<file path="config.mk">
export PLATFORM = sky130hd
export DESIGN_NAME = droplet_span_rasterizer_core
export DESIGN_NICKNAME = d
export VERILOG_FILES = /design/src/rtl/core/drsr_pkg.sv /design/src/rtl/core/drsr_front.sv /design/src/rtl/core/drsr_queue.sv /design/src/rtl/core/drsr_back.sv /design/src/rtl/core/droplet_span_rasterizer_core.sv
export SDC_FILE = /design/constraint.sdc
export NUM_CORES = 1
export LEC_CHECK = 0
export BUFFER_PORTS_ARGS = -buffer_cell sky130_fd_sc_hd__buf_4
export CORE_UTILIZATION = 35
export CTS_CLUSTER_DIAMETER = 40
export DETAILED_ROUTE_END_ITERATION = 7
export SETUP_SLACK_MARGIN = 0.05
export SYNTH_ARGS = -nofsm -noshare
export SYNTH_HDL_FRONTEND = slang
export SYNTH_SLANG_ARGS = --single-unit
</file>
<file path="constraint.sdc">
create_clock -name i_clk -period 13.8 [get_ports i_clk]
set_clock_uncertainty 0.05 [all_clocks]
set_input_delay 0 -clock i_clk [delete_from_list [all_inputs] [get_ports i_clk]]
set_output_delay 0 -clock i_clk [all_outputs]
set_load 0.005 [all_outputs]
</file>
<file path="src/rtl/core/drsr_pkg.sv">
// Shared types and constants for the droplet span rasterizer.
// Used by the front end, command queue, span engine, core and checker.
package drsr_pkg;

    localparam int COORD_W   = 12;
    localparam int RAD_W     = 4;
    localparam int RSQ_W     = 2 * RAD_W;
    localparam int STEP_W    = RAD_W + 1;
    localparam int POS_W     = COORD_W + 2;
    localparam int OUT_W     = 11;
    localparam int COLOR_W   = 32;
    localparam int SURF_W    = 12;
    localparam int CFG_IDX_W = 4;

    localparam logic [RAD_W-1:0]  MAX_RADIUS = 4'd15;
    localparam logic [SURF_W-1:0] SURF_LIMIT = 12'd2048;
    localparam logic [SURF_W-1:0] SURF_W_RST = 12'd480;
    localparam logic [SURF_W-1:0] SURF_H_RST = 12'd240;

    localparam logic [CFG_IDX_W-1:0] REG_SURF_WIDTH  = 4'd0;
    localparam logic [CFG_IDX_W-1:0] REG_SURF_HEIGHT = 4'd1;

    localparam int QDEPTH = 2;
    localparam int QPTR_W = $clog2(QDEPTH);
    localparam int QCNT_W = QPTR_W + 1;

    typedef struct packed {
        logic signed [COORD_W-1:0] cx;
        logic signed [COORD_W-1:0] cy;
        logic        [RAD_W-1:0]   rad;
        logic        [RSQ_W-1:0]   rsq;
        logic signed [COORD_W:0]   spike_base;
        logic        [COLOR_W-1:0] color;
    } t_cmd;

    typedef struct packed {
        logic [SURF_W-1:0] width;
        logic [SURF_W-1:0] height;
    } t_surf;

endpackage

</file>
<file path="src/rtl/core/drsr_front.sv">
// Command front end: radius saturation and per-command precompute.
// Depends on drsr_pkg; feeds drsr_queue.
module drsr_front (
    input  logic                                 i_valid,
    input  logic signed [drsr_pkg::COORD_W-1:0]  i_center_x,
    input  logic signed [drsr_pkg::COORD_W-1:0]  i_center_y,
    input  logic        [drsr_pkg::RAD_W-1:0]    i_radius,
    input  logic        [drsr_pkg::COLOR_W-1:0]  i_color,
    input  logic                                 i_q_full,
    output logic                                 o_stall,
    output logic                                 o_push,
    output drsr_pkg::t_cmd                       o_cmd
);
    import drsr_pkg::*;

    logic [RAD_W-1:0] rad_sat;

    always_comb begin
        rad_sat          = (i_radius > MAX_RADIUS) ? MAX_RADIUS : i_radius;
        o_cmd.cx         = i_center_x;
        o_cmd.cy         = i_center_y;
        o_cmd.rad        = rad_sat;
        o_cmd.rsq        = RSQ_W'(rad_sat) * RSQ_W'(rad_sat);
        o_cmd.spike_base = $signed({i_center_y[COORD_W-1], i_center_y})
                         - $signed({{(COORD_W-RAD_W){1'b0}}, rad_sat, 1'b0});
        o_cmd.color      = i_color;
    end

    assign o_stall = i_q_full;
    assign o_push  = i_valid && !i_q_full;

endmodule

</file>
<file path="src/rtl/core/drsr_queue.sv">
// Short command queue between the front end and the span engine.
// Depends on drsr_pkg.
module drsr_queue (
    input  logic           i_clk,
    input  logic           i_rst_n,
    input  logic           i_push,
    input  drsr_pkg::t_cmd i_wdata,
    input  logic           i_pop,
    output drsr_pkg::t_cmd o_rdata,
    output logic           o_full,
    output logic           o_empty
);
    import drsr_pkg::*;

    t_cmd              r_mem [QDEPTH];
    logic [QPTR_W-1:0] r_wp, r_rp;
    logic [QCNT_W-1:0] r_cnt;
    logic [QCNT_W-1:0] n_cnt;

    assign o_full  = (r_cnt == QCNT_W'(QDEPTH));
    assign o_empty = (r_cnt == '0);
    assign o_rdata = r_mem[r_rp];

    always_comb begin
        n_cnt = r_cnt;
        if (i_push && !i_pop) begin
            n_cnt = r_cnt + 1'b1;
        end else if (!i_push && i_pop) begin
            n_cnt = r_cnt - 1'b1;
        end
    end

    always_ff @(posedge i_clk) begin
        if (!i_rst_n) begin
            r_wp  <= '0;
            r_rp  <= '0;
            r_cnt <= '0;
        end else begin
            r_cnt <= n_cnt;
            if (i_push) begin
                r_wp <= QPTR_W'(r_wp + 1'b1);
            end
            if (i_pop) begin
                r_rp <= QPTR_W'(r_rp + 1'b1);
            end
        end
    end

    always_ff @(posedge i_clk) begin
        if (i_push) begin
            r_mem[r_wp] <= i_wdata;
        end
    end

endmodule

</file>
<file path="src/rtl/core/drsr_back.sv">
// Span engine: walks disc and spike rows, integer square root in two steps,
// surface clipping and the output register. Depends on drsr_pkg.
module drsr_back (
    input  logic                               i_clk,
    input  logic                               i_rst_n,
    input  drsr_pkg::t_surf                    i_surf,
    input  logic                               i_q_empty,
    input  drsr_pkg::t_cmd                     i_cmd,
    output logic                               o_pop,
    output logic                               o_valid,
    input  logic                               i_stall,
    output logic [drsr_pkg::OUT_W-1:0]         o_span_left,
    output logic [drsr_pkg::OUT_W-1:0]         o_span_right,
    output logic [drsr_pkg::OUT_W-1:0]         o_span_row,
    output logic [drsr_pkg::COLOR_W-1:0]       o_span_color,
    output logic                               o_visible,
    output logic                               o_last_span
);
    import drsr_pkg::*;

    localparam logic [1:0] S_LOAD = 2'd0;
    localparam logic [1:0] S_ROOT = 2'd1;
    localparam logic [1:0] S_EMIT = 2'd2;

    logic [1:0]               r_state;
    t_cmd                     r_cmd;
    logic                     r_disc;
    logic signed [STEP_W-1:0] r_y;
    logic [STEP_W-1:0]        r_j;
    logic [RSQ_W-1:0]         r_v;
    logic [RAD_W-1:0]         r_root;
    logic                     r_step;

    logic                     r_out_vld;
    logic [OUT_W-1:0]         r_left, r_right, r_row;
    logic [COLOR_W-1:0]       r_color;
    logic                     r_vis, r_last;

    logic [RAD_W-1:0]         bit_a, bit_b, cand_a, cand_b, k_a, k_b;
    logic signed [STEP_W-1:0] y_nx, y_abs;
    logic [RSQ_W-1:0]         ysq_nx;
    logic                     disc_end, span_last, out_free;
    logic [RAD_W-1:0]         hw;
    logic signed [POS_W-1:0]  row, left, right, left_c, right_c, wm1, hm1;
    logic [SURF_W-1:0]        w_cl, h_cl;
    logic                     vis;

    // two root bits per cycle
    always_comb begin
        bit_a  = r_step ? 4'd2 : 4'd8;
        bit_b  = r_step ? 4'd1 : 4'd4;
        cand_a = r_root | bit_a;
        k_a    = ((RSQ_W'(cand_a) * RSQ_W'(cand_a)) <= r_v) ? cand_a : r_root;
        cand_b = k_a | bit_b;
        k_b    = ((RSQ_W'(cand_b) * RSQ_W'(cand_b)) <= r_v) ? cand_b : k_a;
    end

    always_comb begin
        y_nx      = r_y + STEP_W'(1);
        y_abs     = y_nx[STEP_W-1] ? -y_nx : y_nx;
        ysq_nx    = RSQ_W'(y_abs[RAD_W-1:0]) * RSQ_W'(y_abs[RAD_W-1:0]);
        disc_end  = (r_y == $signed({1'b0, r_cmd.rad}));
        span_last = r_disc ? (disc_end && r_cmd.rad == '0)
                           : (r_j == STEP_W'({r_cmd.rad, 1'b0} - 1'b1));
        hw        = r_disc ? r_root : r_j[STEP_W-1:1];
        out_free  = !r_out_vld || !i_stall;
    end

    always_comb begin
        w_cl    = (i_surf.width  > SURF_LIMIT) ? SURF_LIMIT : i_surf.width;
        h_cl    = (i_surf.height > SURF_LIMIT) ? SURF_LIMIT : i_surf.height;
        wm1     = $signed({2'b00, w_cl}) - POS_W'(1);
        hm1     = $signed({2'b00, h_cl}) - POS_W'(1);
        row     = r_disc
                ? $signed({{2{r_cmd.cy[COORD_W-1]}}, r_cmd.cy})
                  + $signed({{(POS_W-STEP_W){r_y[STEP_W-1]}}, r_y})
                : $signed({r_cmd.spike_base[COORD_W], r_cmd.spike_base})
                  + $signed({{(POS_W-STEP_W){1'b0}}, r_j});
        left    = $signed({{2{r_cmd.cx[COORD_W-1]}}, r_cmd.cx})
                - $signed({{(POS_W-RAD_W){1'b0}}, hw});
        right   = $signed({{2{r_cmd.cx[COORD_W-1]}}, r_cmd.cx})
                + $signed({{(POS_W-RAD_W){1'b0}}, hw});
        left_c  = left[POS_W-1] ? '0 : left;
        right_c = (right > wm1) ? wm1 : right;
        vis     = (left_c <= right_c) && !row[POS_W-1] && (row <= hm1);
    end

    assign o_pop = (r_state == S_LOAD) && !i_q_empty;

    always_ff @(posedge i_clk) begin
        if (!i_rst_n) begin
            r_state   <= S_LOAD;
            r_out_vld <= 1'b0;
        end else begin
            if (r_state == S_EMIT && out_free) begin
                r_out_vld <= 1'b1;
            end else if (!i_stall) begin
                r_out_vld <= 1'b0;
            end
            case (r_state)
                S_LOAD: begin
                    if (!i_q_empty) begin
                        r_state <= S_ROOT;
                    end
                end
                S_ROOT: begin
                    if (r_step) begin
                        r_state <= S_EMIT;
                    end
                end
                S_EMIT: begin
                    if (out_free) begin
                        if (span_last) begin
                            r_state <= S_LOAD;
                        end else if (r_disc && !disc_end) begin
                            r_state <= S_ROOT;
                        end
                    end
                end
                default: r_state <= S_LOAD;
            endcase
        end
    end

    always_ff @(posedge i_clk) begin
        case (r_state)
            S_LOAD: begin
                r_cmd  <= i_cmd;
                r_disc <= 1'b1;
                r_y    <= -$signed({1'b0, i_cmd.rad});
                r_j    <= '0;
                r_v    <= '0;
                r_root <= '0;
                r_step <= 1'b0;
            end
            S_ROOT: begin
                r_root <= k_b;
                r_step <= !r_step;
            end
            S_EMIT: begin
                if (out_free) begin
                    r_left  <= vis ? left_c[OUT_W-1:0]  : '0;
                    r_right <= vis ? right_c[OUT_W-1:0] : '0;
                    r_row   <= vis ? row[OUT_W-1:0]     : '0;
                    r_color <= r_cmd.color;
                    r_vis   <= vis;
                    r_last  <= span_last;
                    if (r_disc) begin
                        if (disc_end) begin
                            r_disc <= 1'b0;
                            r_j    <= '0;
                        end else begin
                            r_y    <= y_nx;
                            r_v    <= r_cmd.rsq - ysq_nx;
                            r_root <= '0;
                            r_step <= 1'b0;
                        end
                    end else begin
                        r_j <= r_j + 1'b1;
                    end
                end
            end
            default: ;
        endcase
    end

    assign o_valid      = r_out_vld;
    assign o_span_left  = r_left;
    assign o_span_right = r_right;
    assign o_span_row   = r_row;
    assign o_span_color = r_color;
    assign o_visible    = r_vis;
    assign o_last_span  = r_last;

endmodule

</file>
<file path="src/rtl/core/droplet_span_rasterizer_core.sv">
// Droplet span rasterizer top level: configuration registers, front end,
// command queue and span engine. Depends on drsr_pkg, drsr_front,
// drsr_queue and drsr_back.
//
// Usage: a droplet command (center, radius, color) enters on i_valid while
// o_stall is low. It yields 4r+1 spans (r saturated to 15): disc rows top
// to bottom, then spike rows, each clipped to the surface. Spans leave on
// o_valid while i_stall is low; o_last_span marks the final span.
// Surface size is written on the cfg channel (o_cfg_ready is always high);
// index 0 is width, 1 is height, other indexes are ignored.
// An accepted command passes through the queue, the load state, two
// square-root steps and the emit state before its first span reaches the
// output register. Each disc span repeats the square-root steps before
// its emit, spike spans go out from S_EMIT alone, and each command loads.
// A two-deep command queue lets up to two commands wait while the engine
// works; o_stall rises when it is full. When i_stall is high the held
// span stays on the outputs and the engine waits at its next emit.
// Reset clears the queue and output valid and restores the surface to
// 480 x 240.
module droplet_span_rasterizer_core (
    input  logic                                 i_clk,
    input  logic                                 i_rst_n,
    input  logic                                 i_valid,
    output logic                                 o_stall,
    input  logic signed [drsr_pkg::COORD_W-1:0]  i_center_x,
    input  logic signed [drsr_pkg::COORD_W-1:0]  i_center_y,
    input  logic        [drsr_pkg::RAD_W-1:0]    i_radius,
    input  logic        [drsr_pkg::COLOR_W-1:0]  i_color,
    output logic                                 o_valid,
    input  logic                                 i_stall,
    output logic        [drsr_pkg::OUT_W-1:0]    o_span_left,
    output logic        [drsr_pkg::OUT_W-1:0]    o_span_right,
    output logic        [drsr_pkg::OUT_W-1:0]    o_span_row,
    output logic        [drsr_pkg::COLOR_W-1:0]  o_span_color,
    output logic                                 o_visible,
    output logic                                 o_last_span,
    input  logic                                 i_cfg_valid,
    output logic                                 o_cfg_ready,
    input  logic        [drsr_pkg::CFG_IDX_W-1:0] i_cfg_index,
    input  logic        [drsr_pkg::SURF_W-1:0]   i_cfg_data
);
    import drsr_pkg::*;

    t_surf r_surf;
    t_cmd  push_cmd, pop_cmd;
    logic  push, pop, q_full, q_empty;

    assign o_cfg_ready = 1'b1;

    always_ff @(posedge i_clk) begin
        if (!i_rst_n) begin
            r_surf.width  <= SURF_W_RST;
            r_surf.height <= SURF_H_RST;
        end else if (i_cfg_valid && o_cfg_ready) begin
            case (i_cfg_index)
                REG_SURF_WIDTH:  r_surf.width  <= i_cfg_data;
                REG_SURF_HEIGHT: r_surf.height <= i_cfg_data;
                default: ;
            endcase
        end
    end

    drsr_front u_front (
        .i_valid    (i_valid),
        .i_center_x (i_center_x),
        .i_center_y (i_center_y),
        .i_radius   (i_radius),
        .i_color    (i_color),
        .i_q_full   (q_full),
        .o_stall    (o_stall),
        .o_push     (push),
        .o_cmd      (push_cmd)
    );

    drsr_queue u_queue (
        .i_clk   (i_clk),
        .i_rst_n (i_rst_n),
        .i_push  (push),
        .i_wdata (push_cmd),
        .i_pop   (pop),
        .o_rdata (pop_cmd),
        .o_full  (q_full),
        .o_empty (q_empty)
    );

    drsr_back u_back (
        .i_clk        (i_clk),
        .i_rst_n      (i_rst_n),
        .i_surf       (r_surf),
        .i_q_empty    (q_empty),
        .i_cmd        (pop_cmd),
        .o_pop        (pop),
        .o_valid      (o_valid),
        .i_stall      (i_stall),
        .o_span_left  (o_span_left),
        .o_span_right (o_span_right),
        .o_span_row   (o_span_row),
        .o_span_color (o_span_color),
        .o_visible    (o_visible),
        .o_last_span  (o_last_span)
    );

endmodule

</file>
* After elaboration in Yosys (flattened, before gate mapping)
Memory sizes are Yosys's and may differ from the RTL's. A register that Yosys moved wholly into a read port is not among the register bits. Index checks and enable logic that the tools add are counted.
Operators by class: add/subtract/negate cells 17, $mul 4, $lt $le $gt $ge 8, equality and inequality tests 14, multiplexer cells 51, bitwise logic cells 2, reductions and logical operators 34
Operators with widths (number):
- $mux W4 | 9
- $mul A4 B4 Y8 | 4
- $mux W5 | 6
- $le A14 B14 Y1 | 2
- $mux W14 | 2
- $add A12 B5 Y13 | 2
- $sub A12 B1 Y13 const B | 2
- $gt A12 B12 Y1 const B | 2
- $mux W12 | 2
- $mux W8 | 3
- $pmux W5 S2 | 2
- $le A8 B8 Y1 | 2
- $pmux W8 S2 | 1
- $add A13 B6 Y14 | 1
- $gt A14 B14 Y1 | 1
- $mux W2 | 7
- $mux W1 | 13
- $mux W13 | 1
- $sub A12 B5 Y13 | 1
- $sub A12 B6 Y13 | 1
- $pmux W4 S3 | 1
- $reduce_and A4 Y1 | 3
- $eq A5 B5 Y1 | 2
- $logic_and A1 B1 Y1 | 9
- 30 further kinds | 51
Word-level totals: register bits after elaboration 203, bits in writable memories 162, output and inout port bits 70, memories 1
Memory list:
- u_queue.r_mem | depth 2, width 81, read ports 1, clocked after Yosys merged registers in 1, write ports 1, RTL line drsr_queue.sv:15 | t_cmd r_mem [QDEPTH];

* Depth between registers and ports, before layout
depth in word-level cells 10, gate-level depth with buffers 28, depth with buffers taken out 26

* Cells and area by module
From an unflattened synthesis, not the netlist that was laid out.
Unflattened totals: cells, all modules 1496, area, all modules 18899.4 µm²
Modules (own cells, without submodules):
- drsr_back | instances 1, cells each 986, area each 10869.2 µm²
- drsr_queue | instances 1, cells each 274, area each 6093.3 µm²
- droplet_span_rasterizer_core | instances 1, cells each 102, area each 974.7 µm²
- drsr_front | instances 1, cells each 134, area each 962.2 µm²

* Worst setup path before layout
Ideal clock, no wire load.
kind reg2reg, from register u_back.r_disc, to register u_back.r_row[5], in the netlist u_back.o_span_row[5], data pin, library setup time 0.158 ns, arrival 6.054 ns, required time 13.592 ns, path slack 7.538 ns, stages on the path, launching flop included 28, buffers on the path 5, period minus slack after synthesis 6.262 ns, cell sequence edfxtp_1 -> clkbuf_1 -> clkbuf_1 -> mux2_2 -> ha_1 -> fa_1 -> nor2b_1 -> o31ai_1 -> nor2_1 -> xor2_1 -> ha_1 -> o21ai_0 -> o21ai_0 -> o211ai_1 -> a41oi_1 -> nor2b_1 -> buf_2 -> mux2i_1 -> ha_1 -> a21o_1 -> a21oi_1 -> o21ai_0 -> a211oi_1 -> o32ai_1 -> or3_1 -> buf_2 -> buf_6 -> a211oi_2
On the way: word-level cells in the longest chain between the ends 7, elaborated cells on any way between the ends 12, classes of those cells 2 x add/sub; 3 x order compare; 4 x mux; 3 x reduce/logical
RTL lines:
- start, declared | RTL line drsr_back.sv:27 | logic r_disc;
- start signal, assigned | RTL line drsr_back.sv:129 | r_disc <= 1'b1;
- start signal, assigned | RTL line drsr_back.sv:150 | r_disc <= 1'b0;
- $mux W4 | RTL line drsr_back.sv:65 | hw = r_disc ? r_root : r_j[STEP_W-1:1];
- $add A12 B5 Y13 | RTL line drsr_back.sv:82 | + $signed({{(POS_W-RAD_W){1'b0}}, hw});
- $gt A14 B14 Y1 | RTL line drsr_back.sv:84 | right_c = (right > wm1) ? wm1 : right;
- $mux W14 | RTL line drsr_back.sv:84
- $le A14 B14 Y1 | RTL line drsr_back.sv:85 | vis = (left_c <= right_c) && !row[POS_W-1] && (row <= hm1);
- $logic_and A1 B1 Y1 (2 in a row) | RTL line drsr_back.sv:85
- end signal, assigned | RTL line drsr_back.sv:144 | r_row <= vis ? row[OUT_W-1:0] : '0;
- end, declared | RTL line drsr_back.sv:35 | logic [OUT_W-1:0] r_left, r_right, r_row;
Several ways; a longest one is shown, not always the timed one. A chain may end at the register's enable or synchronous reset.

* Worst setup path in the final report
from register u_back.r_disc, to register u_back.r_left[5], in the netlist u_back.o_span_left[5], data pin
On the way: word-level cells in the longest chain between the ends 7, elaborated cells on any way between the ends 12, classes of those cells 2 x add/sub; 3 x order compare; 4 x mux; 3 x reduce/logical
RTL lines:
- $mux W4 | RTL line drsr_back.sv:65
- $add A12 B5 Y13 | RTL line drsr_back.sv:82
- $gt A14 B14 Y1 | RTL line drsr_back.sv:84
- $mux W14 | RTL line drsr_back.sv:84
- $le A14 B14 Y1 | RTL line drsr_back.sv:85
- $logic_and A1 B1 Y1 (2 in a row) | RTL line drsr_back.sv:85
- end signal, assigned | RTL line drsr_back.sv:142 | r_left <= vis ? left_c[OUT_W-1:0] : '0;
- end, declared | RTL line drsr_back.sv:35
Several ways; a longest one is shown, not always the timed one.

==> key figures <==
Outcome
  – Outcome: complete, no violations

Final layout
  – Non-filler instance count after layout: 2,329
  – Util after Layout: 45.2%
  – Area growth syn-to-layout: 26.5%
  – Share of layout cells above drive strength 1: 21.5%
  – Design area: 22,300 um^2
  – Nets@finish: 1,824

STA
  – Hold slack: 0.0409 ns
  – Setup TNS: 0 ns
  – Minimum clock period: 7.90 ns
  – RSZ-0062 raised after global routing: no
  – Final WS setup: 5.90 ns
  – Slew Limit Fails: 0
  – Tcrit/Tclk final: 57.2%
  – Worst slew pin tran: 1.18 ns
  – Fmax: 127 MHz
  – Final hold vios: 0
  – Setup violators final: 0
  – Max transition margin: 21.3%

Worst hold path
  – Worst Hold Launch: i_cfg_index[0]
  – Hold worst-path end: r_surf[20]$_SDFFE_PN1P_
  – Hold Path Class: primary input to flip-flop
  – Worst Hold Depth: 4

Synthesis
  – Netlist cell types: 66
  – Mapped Area: 17,600 um^2
  – Number of synthesized flops with an enable pin: 325
  – Ys Warns: 0
  – Net Count, Synth: 1,566
  – Post-synth ARST share: 0%
  – Seq/Total Area, Yosys: 59.1%
  – Synthesized area per cell: 12.9 um^2
  – Most used DFF post-synth: edfxtp_1
  – Synthesized flop and latch total: 357
  – Mapped Cells: 1,360

Power
  – Leak Pwr: 8.70 nW
  – Pwr per Cell Area: 231 nW/um^2
  – Maximum VDD drop: 144 uV
  – Total Power: 5.14 mW

Floorplanning
  – Die X: 226 um
  – Initial core utilization: 35.7%
  – CORE AREA: 49,300 um^2
  – Core Rows: 81
  – Die H: 226 um
  – Die footprint: 51,100 um^2
  – I/O pin total: 151

Global routing
  – Vias in the first global route: 11.5k
  – Largest net degree at the start of global routing: 55
  – Grt total ovfl: 0
  – GRT Overall Usage: 15.5%
  – Global-route wire length before repair: 61,300 um
  – Initial antenna violation count: 3

Clock tree
  – CTS tree: done
  – Clock buffer count from CTS: 56
  – Clock Latency Late Sink: 0.61 ns
  – PostCTS Resize Cnt: 0
  – Clock slew at reported path FFs: 0.06 ns
  – Hold_buf cts: 81
  – Clock sinks: 357
  – Max Root-Sink Buffers: 3
  – CTS H-tree lvls: 2
  – Post-CTS Repair Setup Buffers: 0
  – Root Buffer: clkbuf_16

Critical path
  – Worst r2r dst: u_back.o_span_left[5]$_SDFFCE_PN0P_
  – CP Cell Sequence: mux2_2, ha_1, fa_1, nor2b_1, o31ai_1, nor2_1, xor2_1, ha_1, o21ai_0, o21ai_0, o211ai_1, a41oi_1, nor2b_1, mux2i_1, ha_1, a21o_1, a21oi_1, o21ai_0, a211oi_1, o32ai_1, or3_1, buf_4, nor3_1
  – R2R depth: 23
  – Slowest stage delay, CP: 0.97 ns
  – CP required: 14.18 ns
  – CP Launch Type: flip-flop
  – Reg2Reg Setup Slack: 5.90 ns
  – Crit end category: flip-flop
  – Reg2Reg Launch Point: u_back.r_disc$_SDFFCE_PN1P_
  – CP Buf/Inv Count: 1
  – Top Family by Delay on Critical Path: compound AO/OA/AOI/OAI gates
  – Critical-path top delay cell: nor2b_1
  – Setup CP Type: flip-flop to flip-flop
  – Critical Path AT: 8.28 ns
  – Critical path peak fanout: 26

Placed design
  – Post-placement cell count: 2,143
  – HPWL Detailed: 26,800 um
  – Pre-CTS setup slack: 5.89 ns
  – Placer Congestion: 0.845
  – Placement Cell Area: 19,500 um^2
  – Port Buf Inserts: 149

Drt
  – Total wire length: 38,900 um
  – Initial drt markers: 556
  – DRC viols: 0
  – Total iterations of the first detailed-routing run: 5
  – Routed via count: 11.2k
  – Number of vias per cell: 4.80
  – Mean routed wirelength per cell: 16.7 um
  – Routed Antenna Nets: 0

Job
  – Max_cap viols: 0
## flip-flops by register name, summed over array words and instances, names as in the netlist, named ones only
| name | count |
|---|---|
| u_back.o_valid | 1 |
| u_back.r_step | 1 |
| r_surf | 24 |
| u_back.o_span_color | 32 |
| u_back.r_disc | 1 |
| u_back.r_j | 5 |
| u_back.r_v | 8 |
| u_back.r_y | 5 |
| u_back.o_span_right | 11 |
| u_queue.r_cnt | 2 |
| u_back.r_root | 4 |
| u_back.o_span_left | 11 |
| u_back.o_last_span | 1 |
| u_queue.r_rp | 1 |
| u_back.r_cmd | 78 |
| u_queue.r_mem | 156 |
| u_back.o_span_row | 11 |
| u_queue.r_wp | 1 |
| u_back.o_visible | 1 |
| u_back.r_state | 2 |
## cell type report
| class | instances | area, um^2 |
|---|---|---|
| diodes | 1 | 2.50 |
| clock buffers | 58 | 1410 |
| clock inverters | 46 | 563 |
| fillers | 4465 | 27000 |
| inverters | 72 | 270 |
| multi-input cells | 893 | 6780 |
| flip-flops and latches | 357 | 10400 |
| well taps | 664 | 831 |
| repair buffers | 238 | 1990 |
## logic make-up after synthesis
family	after synthesis	share of synthesized area [%]
buffers and inverters	110	2.50
and+or+nand+nor	366	10.0
AOI/OAI and AO/OA	193	7.24
muxes	110	6.85
other	1	0.0213
xor gates and xnor gates	98	4.88
DFF	357	59.1
adders and majority gates	125	9.32
## worst min-delay path, cell delays in order
cell	delay [ns]
buf_4	0.10
nand2b_1	0.39
nand2_1	0.10
nand3_1	0.07
## worst max-delay path by stage
stage                                startpoint  depth (start not counted)  slack, ns                              endpoint
floorplan           u_back.r_disc$_SDFFCE_PN1P_                         27       7.54    u_back.o_span_row[5]$_SDFFCE_PN0P_
CTS                 u_back.r_disc$_SDFFCE_PN1P_                         23       5.86   u_back.o_span_left[5]$_SDFFCE_PN0P_
global placement    u_back.r_disc$_SDFFCE_PN1P_                         23       6.07  u_back.o_span_left[10]$_SDFFCE_PN0P_
global route        u_back.r_disc$_SDFFCE_PN1P_                         23       5.24   u_back.o_span_left[6]$_SDFFCE_PN0P_
finish              u_back.r_disc$_SDFFCE_PN1P_                         23       5.90   u_back.o_span_left[5]$_SDFFCE_PN0P_
detailed placement  u_back.r_disc$_SDFFCE_PN1P_                         23       5.89   u_back.o_span_left[5]$_SDFFCE_PN0P_
## cells in the mapped netlist (3+ instances only)
cell | number | area, um^2
a21boi_0 | 10 | 75.1
o21a_1 | 6 | 45.0
a211oi_2 | 4 | 50.1
o31ai_1 | 4 | 30.0
a211oi_1 | 12 | 90.1
nor4_1 | 6 | 37.5
nor2b_1 | 33 | 206
o21ai_1 | 3 | 15.0
nor2_1 | 109 | 409
nand2_1 | 87 | 327
xnor2_1 | 63 | 552
o32ai_1 | 4 | 35.0
o21ai_0 | 47 | 235
nand2b_1 | 20 | 125
o2111ai_1 | 3 | 26.3
nand4_1 | 7 | 43.8
dfxtp_1 | 32 | 641
mux2_2 | 82 | 923
ha_1 | 115 | 1440
buf_1 | 4 | 15.0
clkbuf_1 | 26 | 97.6
o21bai_1 | 3 | 22.5
buf_2 | 4 | 20.0
or3_1 | 8 | 50.1
edfxtp_1 | 325 | 9760
fa_1 | 10 | 200
or2_2 | 3 | 18.8
inv_1 | 72 | 270
nor3_1 | 34 | 170
a21oi_1 | 47 | 235
xor2_1 | 35 | 307
and3_1 | 11 | 68.8
o22ai_1 | 3 | 18.8
a21o_1 | 21 | 158
mux2i_1 | 28 | 280
nand3_1 | 19 | 95.1
nor3b_1 | 5 | 37.5
and2_1 | 11 | 68.8
o31a_1 | 3 | 26.3
a31oi_1 | 6 | 37.5
## layer usage
metal / track usage, % / wire length (um)
met5: 0 / 10
met4: 6.23 / 1110
met3: 3.27 / 2020
met2: 25.6 / 18500
met1: 19.6 / 17300
## placed cells by master (no fill, tap or decap), types with 34 or more instances in the layout
cell	n
clkbuf_16	56
nor3_1	34
edfxtp_1	325
xor2_1	35
nand2_1	87
inv_1	72
ha_1	115
nor2_1	107
o21ai_0	47
dlygate4sd3_1	81
buf_4	157
mux2_2	82
a21oi_1	46
xnor2_1	63
## report_power, final
| group | internal [mW] | switching [mW] | leakage [nW] | total, mW |
|---|---|---|---|---|
| combinational | 0.851 | 1.14 | 4.35 | 1.99 |
| sequential | 1.53 | 0.171 | 3.39 | 1.70 |
| clock | 0.887 | 0.566 | 0.958 | 1.45 |
No activity file was read; power rests on OpenSTA's default activity.
